<file path="config.mk">
export PLATFORM = sky130hd
export DESIGN_NAME = countdown_timer_bank_core
export DESIGN_NICKNAME = d
export VERILOG_FILES = /design/src/hdl/ctb_pkg.sv /design/src/hdl/countdown_timer_bank_core.sv
export SDC_FILE = /design/constraint.sdc
export NUM_CORES = 1
export LEC_CHECK = 0
export ABC_CLOCK_PERIOD_IN_PS = 5810
export BUFFER_PORTS_ARGS = -buffer_cell sky130_fd_sc_hd__buf_2
export CORE_UTILIZATION = 40
export CTS_CLUSTER_SIZE = 24
export DETAILED_ROUTE_END_ITERATION = 12
export SKIP_LAST_GASP = 1
export SLEW_MARGIN = 20
export SYNTH_ARGS = -nofsm -noshare
export SYNTH_HDL_FRONTEND = slang
export SYNTH_SLANG_ARGS = --single-unit
</file>
<file path="constraint.sdc">
create_clock -name clk_i -period 5.81 [get_ports clk_i]
set_clock_uncertainty 0.1 [all_clocks]
set_input_delay 1.743 -clock clk_i [delete_from_list [all_inputs] [get_ports clk_i]]
set_output_delay 1.743 -clock clk_i [all_outputs]
set_load 0.01 [all_outputs]
</file>
<file path="src/hdl/ctb_pkg.sv">
package ctb_pkg;

  localparam int NUM_TIMERS = 8;
  localparam int IdxW = (NUM_TIMERS > 1) ? $clog2(NUM_TIMERS) : 1;

  typedef enum logic [2:0] {
    OP_TICK   = 3'd0,
    OP_START  = 3'd1,
    OP_STOP   = 3'd2,
    OP_RESUME = 3'd3,
    OP_CHECK  = 3'd4
  } opcode_e;

  typedef enum logic [1:0] {
    ST_STOPPED = 2'd0,
    ST_RUNNING = 2'd1,
    ST_READY   = 2'd2
  } run_state_e;

  typedef enum logic [1:0] {
    S_IDLE,
    S_WALK,
    S_APPLY,
    S_REPORT
  } fsm_e;

  typedef struct packed {
    logic [2:0]  opcode;
    logic [2:0]  timer_index;
    logic [15:0] start_value;
  } cmd_t;

  typedef struct packed {
    logic [1:0]  timer_state;
    logic [15:0] timer_count;
    logic        was_ready;
  } result_t;

endpackage

</file>
<file path="src/hdl/countdown_timer_bank_core.sv">
// busy_o is high from acceptance until the result strobe, so the block takes no new item
// before the last is through; a tick walks over the timers, one timer per cycle through a
// single decrement unit, and a command updates only its addressed timer.
// The receiver cannot stall: done_o is valid for exactly one cycle; result_o holds until the next result.
// Reset (rst_ni low, asynchronous) stops every timer, clears every count and idles the block.
module countdown_timer_bank_core
  import ctb_pkg::*;
(
  input  logic    clk_i,
  input  logic    rst_ni,
  input  logic    start_i,
  input  cmd_t    cmd_i,
  output logic    busy_o,
  output logic    done_o,
  output result_t result_o
);

  fsm_e            fsm_q, fsm_d;
  cmd_t            cmd_q;
  logic            idx_ok_q;
  logic [IdxW-1:0] walk_q, walk_d;
  logic            flag_q, flag_d;

  run_state_e      run_q [NUM_TIMERS];
  logic [15:0]     cnt_q [NUM_TIMERS];

  logic            accept;
  logic            wr_en;
  logic [IdxW-1:0] addr;
  logic [IdxW-1:0] cmd_addr;
  run_state_e      rd_state, upd_state;
  logic [15:0]     rd_count, upd_count;
  logic            upd_flag;
  logic            walk_last;

  result_t         result_q, result_d;
  logic            done_q, done_d;

  assign accept    = start_i && !busy_o;
  assign cmd_addr  = IdxW'(cmd_q.timer_index);
  assign walk_last = (walk_q == IdxW'(NUM_TIMERS - 1));

  // Next state.
  always_comb begin
    fsm_d = fsm_q;
    unique case (fsm_q)
      S_IDLE: begin
        if (accept) begin
          fsm_d = (cmd_i.opcode == OP_TICK) ? S_WALK : S_APPLY;
        end
      end
      S_WALK: begin
        if (walk_last) begin
          fsm_d = S_REPORT;
        end
      end
      S_APPLY:  fsm_d = S_REPORT;
      S_REPORT: fsm_d = S_IDLE;
      default:  fsm_d = S_IDLE;
    endcase
  end

  // Sequencer outputs.
  always_comb begin
    busy_o = 1'b1;
    wr_en  = 1'b0;
    addr   = cmd_addr;
    walk_d = walk_q;
    flag_d = flag_q;
    done_d = 1'b0;
    unique case (fsm_q)
      S_IDLE: begin
        busy_o = 1'b0;
        walk_d = '0;
        flag_d = 1'b0;
      end
      S_WALK: begin
        addr   = walk_q;
        wr_en  = 1'b1;
        walk_d = walk_q + IdxW'(1);
      end
      S_APPLY: begin
        wr_en  = idx_ok_q;
        flag_d = upd_flag && idx_ok_q;
      end
      S_REPORT: done_d = 1'b1;
      default: ;
    endcase
  end

  assign rd_state = run_q[addr];
  assign rd_count = cnt_q[addr];

  // Shared update unit: one timer per cycle, for the walk or for a single command.
  always_comb begin
    upd_state = rd_state;
    upd_count = rd_count;
    upd_flag  = 1'b0;
    if (fsm_q == S_WALK) begin
      if (rd_state == ST_RUNNING) begin
        if (rd_count <= 16'd1) begin
          upd_count = '0;
          upd_state = ST_READY;
        end else begin
          upd_count = rd_count - 16'd1;
        end
      end
    end else begin
      case (cmd_q.opcode)
        OP_START: begin
          upd_count = cmd_q.start_value;
          upd_state = ST_RUNNING;
        end
        OP_STOP:   upd_state = ST_STOPPED;
        OP_RESUME: upd_state = ST_RUNNING;
        OP_CHECK: begin
          if (rd_state == ST_READY) begin
            upd_state = ST_STOPPED;
            upd_flag  = 1'b1;
          end
        end
        default: ;
      endcase
    end
  end

  always_comb begin
    result_d = result_q;
    if (fsm_q == S_REPORT) begin
      result_d.timer_state = idx_ok_q ? rd_state : ST_STOPPED;
      result_d.timer_count = idx_ok_q ? rd_count : 16'd0;
      result_d.was_ready   = flag_q;
    end
  end

  always_ff @(posedge clk_i or negedge rst_ni) begin
    if (!rst_ni) begin
      fsm_q  <= S_IDLE;
      walk_q <= '0;
      flag_q <= 1'b0;
      done_q <= 1'b0;
    end else begin
      fsm_q  <= fsm_d;
      walk_q <= walk_d;
      flag_q <= flag_d;
      done_q <= done_d;
    end
  end

  always_ff @(posedge clk_i or negedge rst_ni) begin
    if (!rst_ni) begin
      for (int k = 0; k < NUM_TIMERS; k++) begin
        run_q[k] <= ST_STOPPED;
        cnt_q[k] <= '0;
      end
    end else if (wr_en) begin
      run_q[addr] <= upd_state;
      cnt_q[addr] <= upd_count;
    end
  end

  // Payload registers need no reset.
  always_ff @(posedge clk_i) begin
    if (accept) begin
      cmd_q    <= cmd_i;
      idx_ok_q <= (32'(cmd_i.timer_index) < NUM_TIMERS);
    end
    result_q <= result_d;
  end

  assign done_o   = done_q;
  assign result_o = result_q;

endmodule

</file>
==> flow_metrics.env <==
export IMPL_outcome="complete, no violations"
export IMPL_clkTransAtPathRegs_ns=0.07
export IMPL_syn_to_final_growth_pct=12.0
export IMPL_diodes=0
export IMPL_synthesis_area_um2=9290
export IMPL_slowest_delay_ns=0.64
export IMPL_layout_area_seq_um2=5010
export IMPL_drt_total_wl_um=26300
export IMPL_routed_via_count=7417
export IMPL_start_kind="flop"
export IMPL_cp_cell_sequence="inv_1 -> ha_2 -> and3b_1 -> or2_2 -> a22o_1 -> o31ai_1 -> ha_1 -> nor2_1 -> or4_1 -> nor3_1 -> and3b_1 -> buf_4 -> a211o_1 -> o21ai_0"
export IMPL_grt_overflow=0
export IMPL_die_w_um=154
export IMPL_crit_fanout=21
export IMPL_design_core_area_um2=22700
export IMPL_whs_ns=0.375
export IMPL_hpwlAfterDp_um=18000
export IMPL_final_nets=1032
export IMPL_drcViolationCount=0
export IMPL_clock_fmax_mhz=196
export IMPL_most_common_layout_cells="221 x nand2_1, 151 x dfrtp_1, 112 x o21ai_0, 54 x nor2_1, 44 x buf_2"
export IMPL_fp_dieArea_um2=23800
export IMPL_antenna_found_initial=0
export IMPL_grt_max_degree=98
export IMPL_grtUsageTotal_pct=23.3
export IMPL_pwr_density_cell_nw_per_um2=612
export IMPL_crit_buf_inv=2
export IMPL_slowest_stage="o31ai_1"
export IMPL_routedWlPerCell_um=20.3
export IMPL_grt_pass1_vias=7236
export IMPL_synth_distinct_cells=75
export IMPL_drt_initial_drc_count=635
export IMPL_postSynthAreaPerCell_um2=9.62
export IMPL_crit_arrival_ns=5.31
export IMPL_clockRootBuffer="clkbuf_16"
export IMPL_rsz0062_at_grt="no"
export IMPL_h_tree_depth=4
export IMPL_ys_seq_area_share_pct=53.9
export IMPL_final_layout_size_suffix_gt1_share_pct=14.7
export IMPL_first_pass_iters=5
export IMPL_setup_viol=0
export IMPL_power_mw=6.36
export IMPL_crit_type="reg2reg"
export IMPL_slew_viol_final=0
export IMPL_drt_vias_per_instance=5.72
export IMPL_p_leak_nw=4.43
export IMPL_die_h_um=154
export IMPL_ys_flop_type="dfrtp_1"
export IMPL_fin_crit_sh_pct=87.9
export IMPL_cts_tree="yes"
export IMPL_pre_cts_ws_ns=0.762
export IMPL_final_hold_violation_count=0
export IMPL_synth_cells=966
export IMPL_min_period_ns=5.11
export IMPL_syn_num_nets=1000
export IMPL_yosys_register_bits=192
export IMPL_cts_setup_buffers=0
export IMPL_cap_violations=0
export IMPL_relSlewSlack_pct=26.6
export IMPL_synth_edf_count=41
export IMPL_drtAntennaViolNets=0
export IMPL_setup_ws_ns=0.705
export IMPL_timing_setup_tns_ns=0
export IMPL_worst_pin_slew_ns=1.09
export IMPL_pin_count=46
export IMPL_end_kind="flop"
export IMPL_irDropWorstVdd_v=0.000328
export IMPL_cts_max_path_buffers=2
export IMPL_hold_class="reg2reg"
export IMPL_port_buffers=45
export IMPL_rows=55
export IMPL_holdBufCountCts=0
export IMPL_synth_yosys_warnings=0
export IMPL_grt_pass1_wl_um=42000
export IMPL_gp_congestion=0.922
export IMPL_crit_family="simple AND/OR/NAND/NOR gates"
export IMPL_ctsResizeCount=0
export IMPL_required_ns=6.01
export IMPL_insertion_delay_ns=0.44
export IMPL_cts_buffers=17
export IMPL_multi_input_area_um2=3900
export IMPL_synth_async_reset_ratio_pct=78.6
export IMPL_cts_sinks=192
export IMPL_start_util_pct=40.9
export IMPL_critPathMostFrequentCell="and3b_1"
export IMPL_final_common_cell="nand2_1"
export IMPL_nFillCells=2190
-- worst min-delay path: stages, from the launching register on --
cell and delay (ns):
dfrtp_1 0.34, nand2_1 0.05, o41ai_1 0.05
-- cell usage after synthesis, types with 4 or more instances --
library cell  instances  share of area, %
a21oi_1              24               1.3
o211ai_1              4              0.32
o221ai_1              4              0.38
o21ai_1               9              0.48
a22oi_1               6              0.48
inv_1                18              0.73
a211o_1               6              0.57
xnor2_1               5              0.47
nand2_1             221               8.9
buf_4                 6              0.48
a211oi_1             10              0.81
buf_6                 5              0.61
dfrtp_1             151                41
o41ai_1              17               1.6
nor2_1               54               2.2
nand2b_1              7              0.47
o21ai_2               8              0.75
and3_1               10              0.67
mux2i_1              16               1.7
ha_1                  9               1.2
mux2_2               12               1.5
edfxtp_1             41                13
clkbuf_1             42               1.7
o32ai_1               4              0.38
or3_1                 7              0.47
nand3_1              29               1.6
nor3_1                9              0.48
o22ai_1              13              0.88
a31oi_1              14              0.94
nand4_1               5              0.34
o31ai_1               4              0.32
o21ai_0             112               6.0
buf_2                11              0.59
and2_1                5              0.34
or4_1                 4              0.32
-- cell type report --
cell class / count / share of cell area (%)
sequential: 192 / 48.1
multi-input combinational: 686 / 37.4
timing repair buffer: 80 / 4.75
clock buffer: 19 / 4.16
tap: 285 / 3.43
clock inverter: 13 / 1.33
inverter: 21 / 0.757
-- layer usage --
layer  GRT usage [%]  wire length, um
met5               0                0
met4            7.64              556
met3            5.21             1550
met2            35.1            11900
met1            33.1            12300
-- where the power goes --
group | leakage [nW] | internal [mW] | switching, mW
registers | 2.30 | 1.94 | 0.316
clock network | 0.274 | 0.636 | 0.531
logic | 1.85 | 0.961 | 1.98
-- registers in the layout, summed over array words and instances, names as in the netlist --
register,count
done_o,1
run_q,16
walk_q,3
flag_q,1
result_o,19
fsm_q,2
cnt_q,128
cmd_addr,3
cmd_q,19
-- path summary, 6_finish.rpt --
path                                       start                     to  slack (ns)  cells past startpoint
hold reg to reg            cnt_q[58]$_DFFE_PN0P_  cnt_q[58]$_DFFE_PN0P_        0.38                      2
max in group asynchronous                 rst_ni  cnt_q[13]$_DFFE_PN0P_        3.28                      2
setup / recovery            fsm_q[1]$_DFFE_PN0P_  cnt_q[87]$_DFFE_PN0P_        0.70                     14
hold / removal             cnt_q[58]$_DFFE_PN0P_  cnt_q[58]$_DFFE_PN0P_        0.38                      2
min in group asynchronous                 rst_ni  cnt_q[71]$_DFFE_PN0P_        1.29                      1
setup reg to reg            fsm_q[1]$_DFFE_PN0P_  cnt_q[87]$_DFFE_PN0P_        0.70                     14
-- per-stage QoR --
stage | util, % | cells | area [um^2]
2_1_floorplan | - | 966 | 9290
3_3_place_gp | 43.3 | 1264 | 9830
3_5_place_dp | 43.3 | 1264 | 9830
4_1_cts | 45.8 | 1296 | 10400
5_1_grt | 45.8 | 1296 | 10400
6_report | 45.8 | 1296 | 10400
-- logic make-up after synthesis --
logic type               Yosys count  synth area share (%)
AND/OR/NAND/NOR                  379                  18.6
flip-flops                       192                  53.9
adder cells (fa/ha/maj)            9                  1.21
buffers and inverters             88                  4.35
multiplexers                      29                  3.34
XOR/XNOR                           5                 0.471
AO/OA/AOI/OAI                    264                  18.1
No activity file was read; power rests on OpenSTA's default activity.
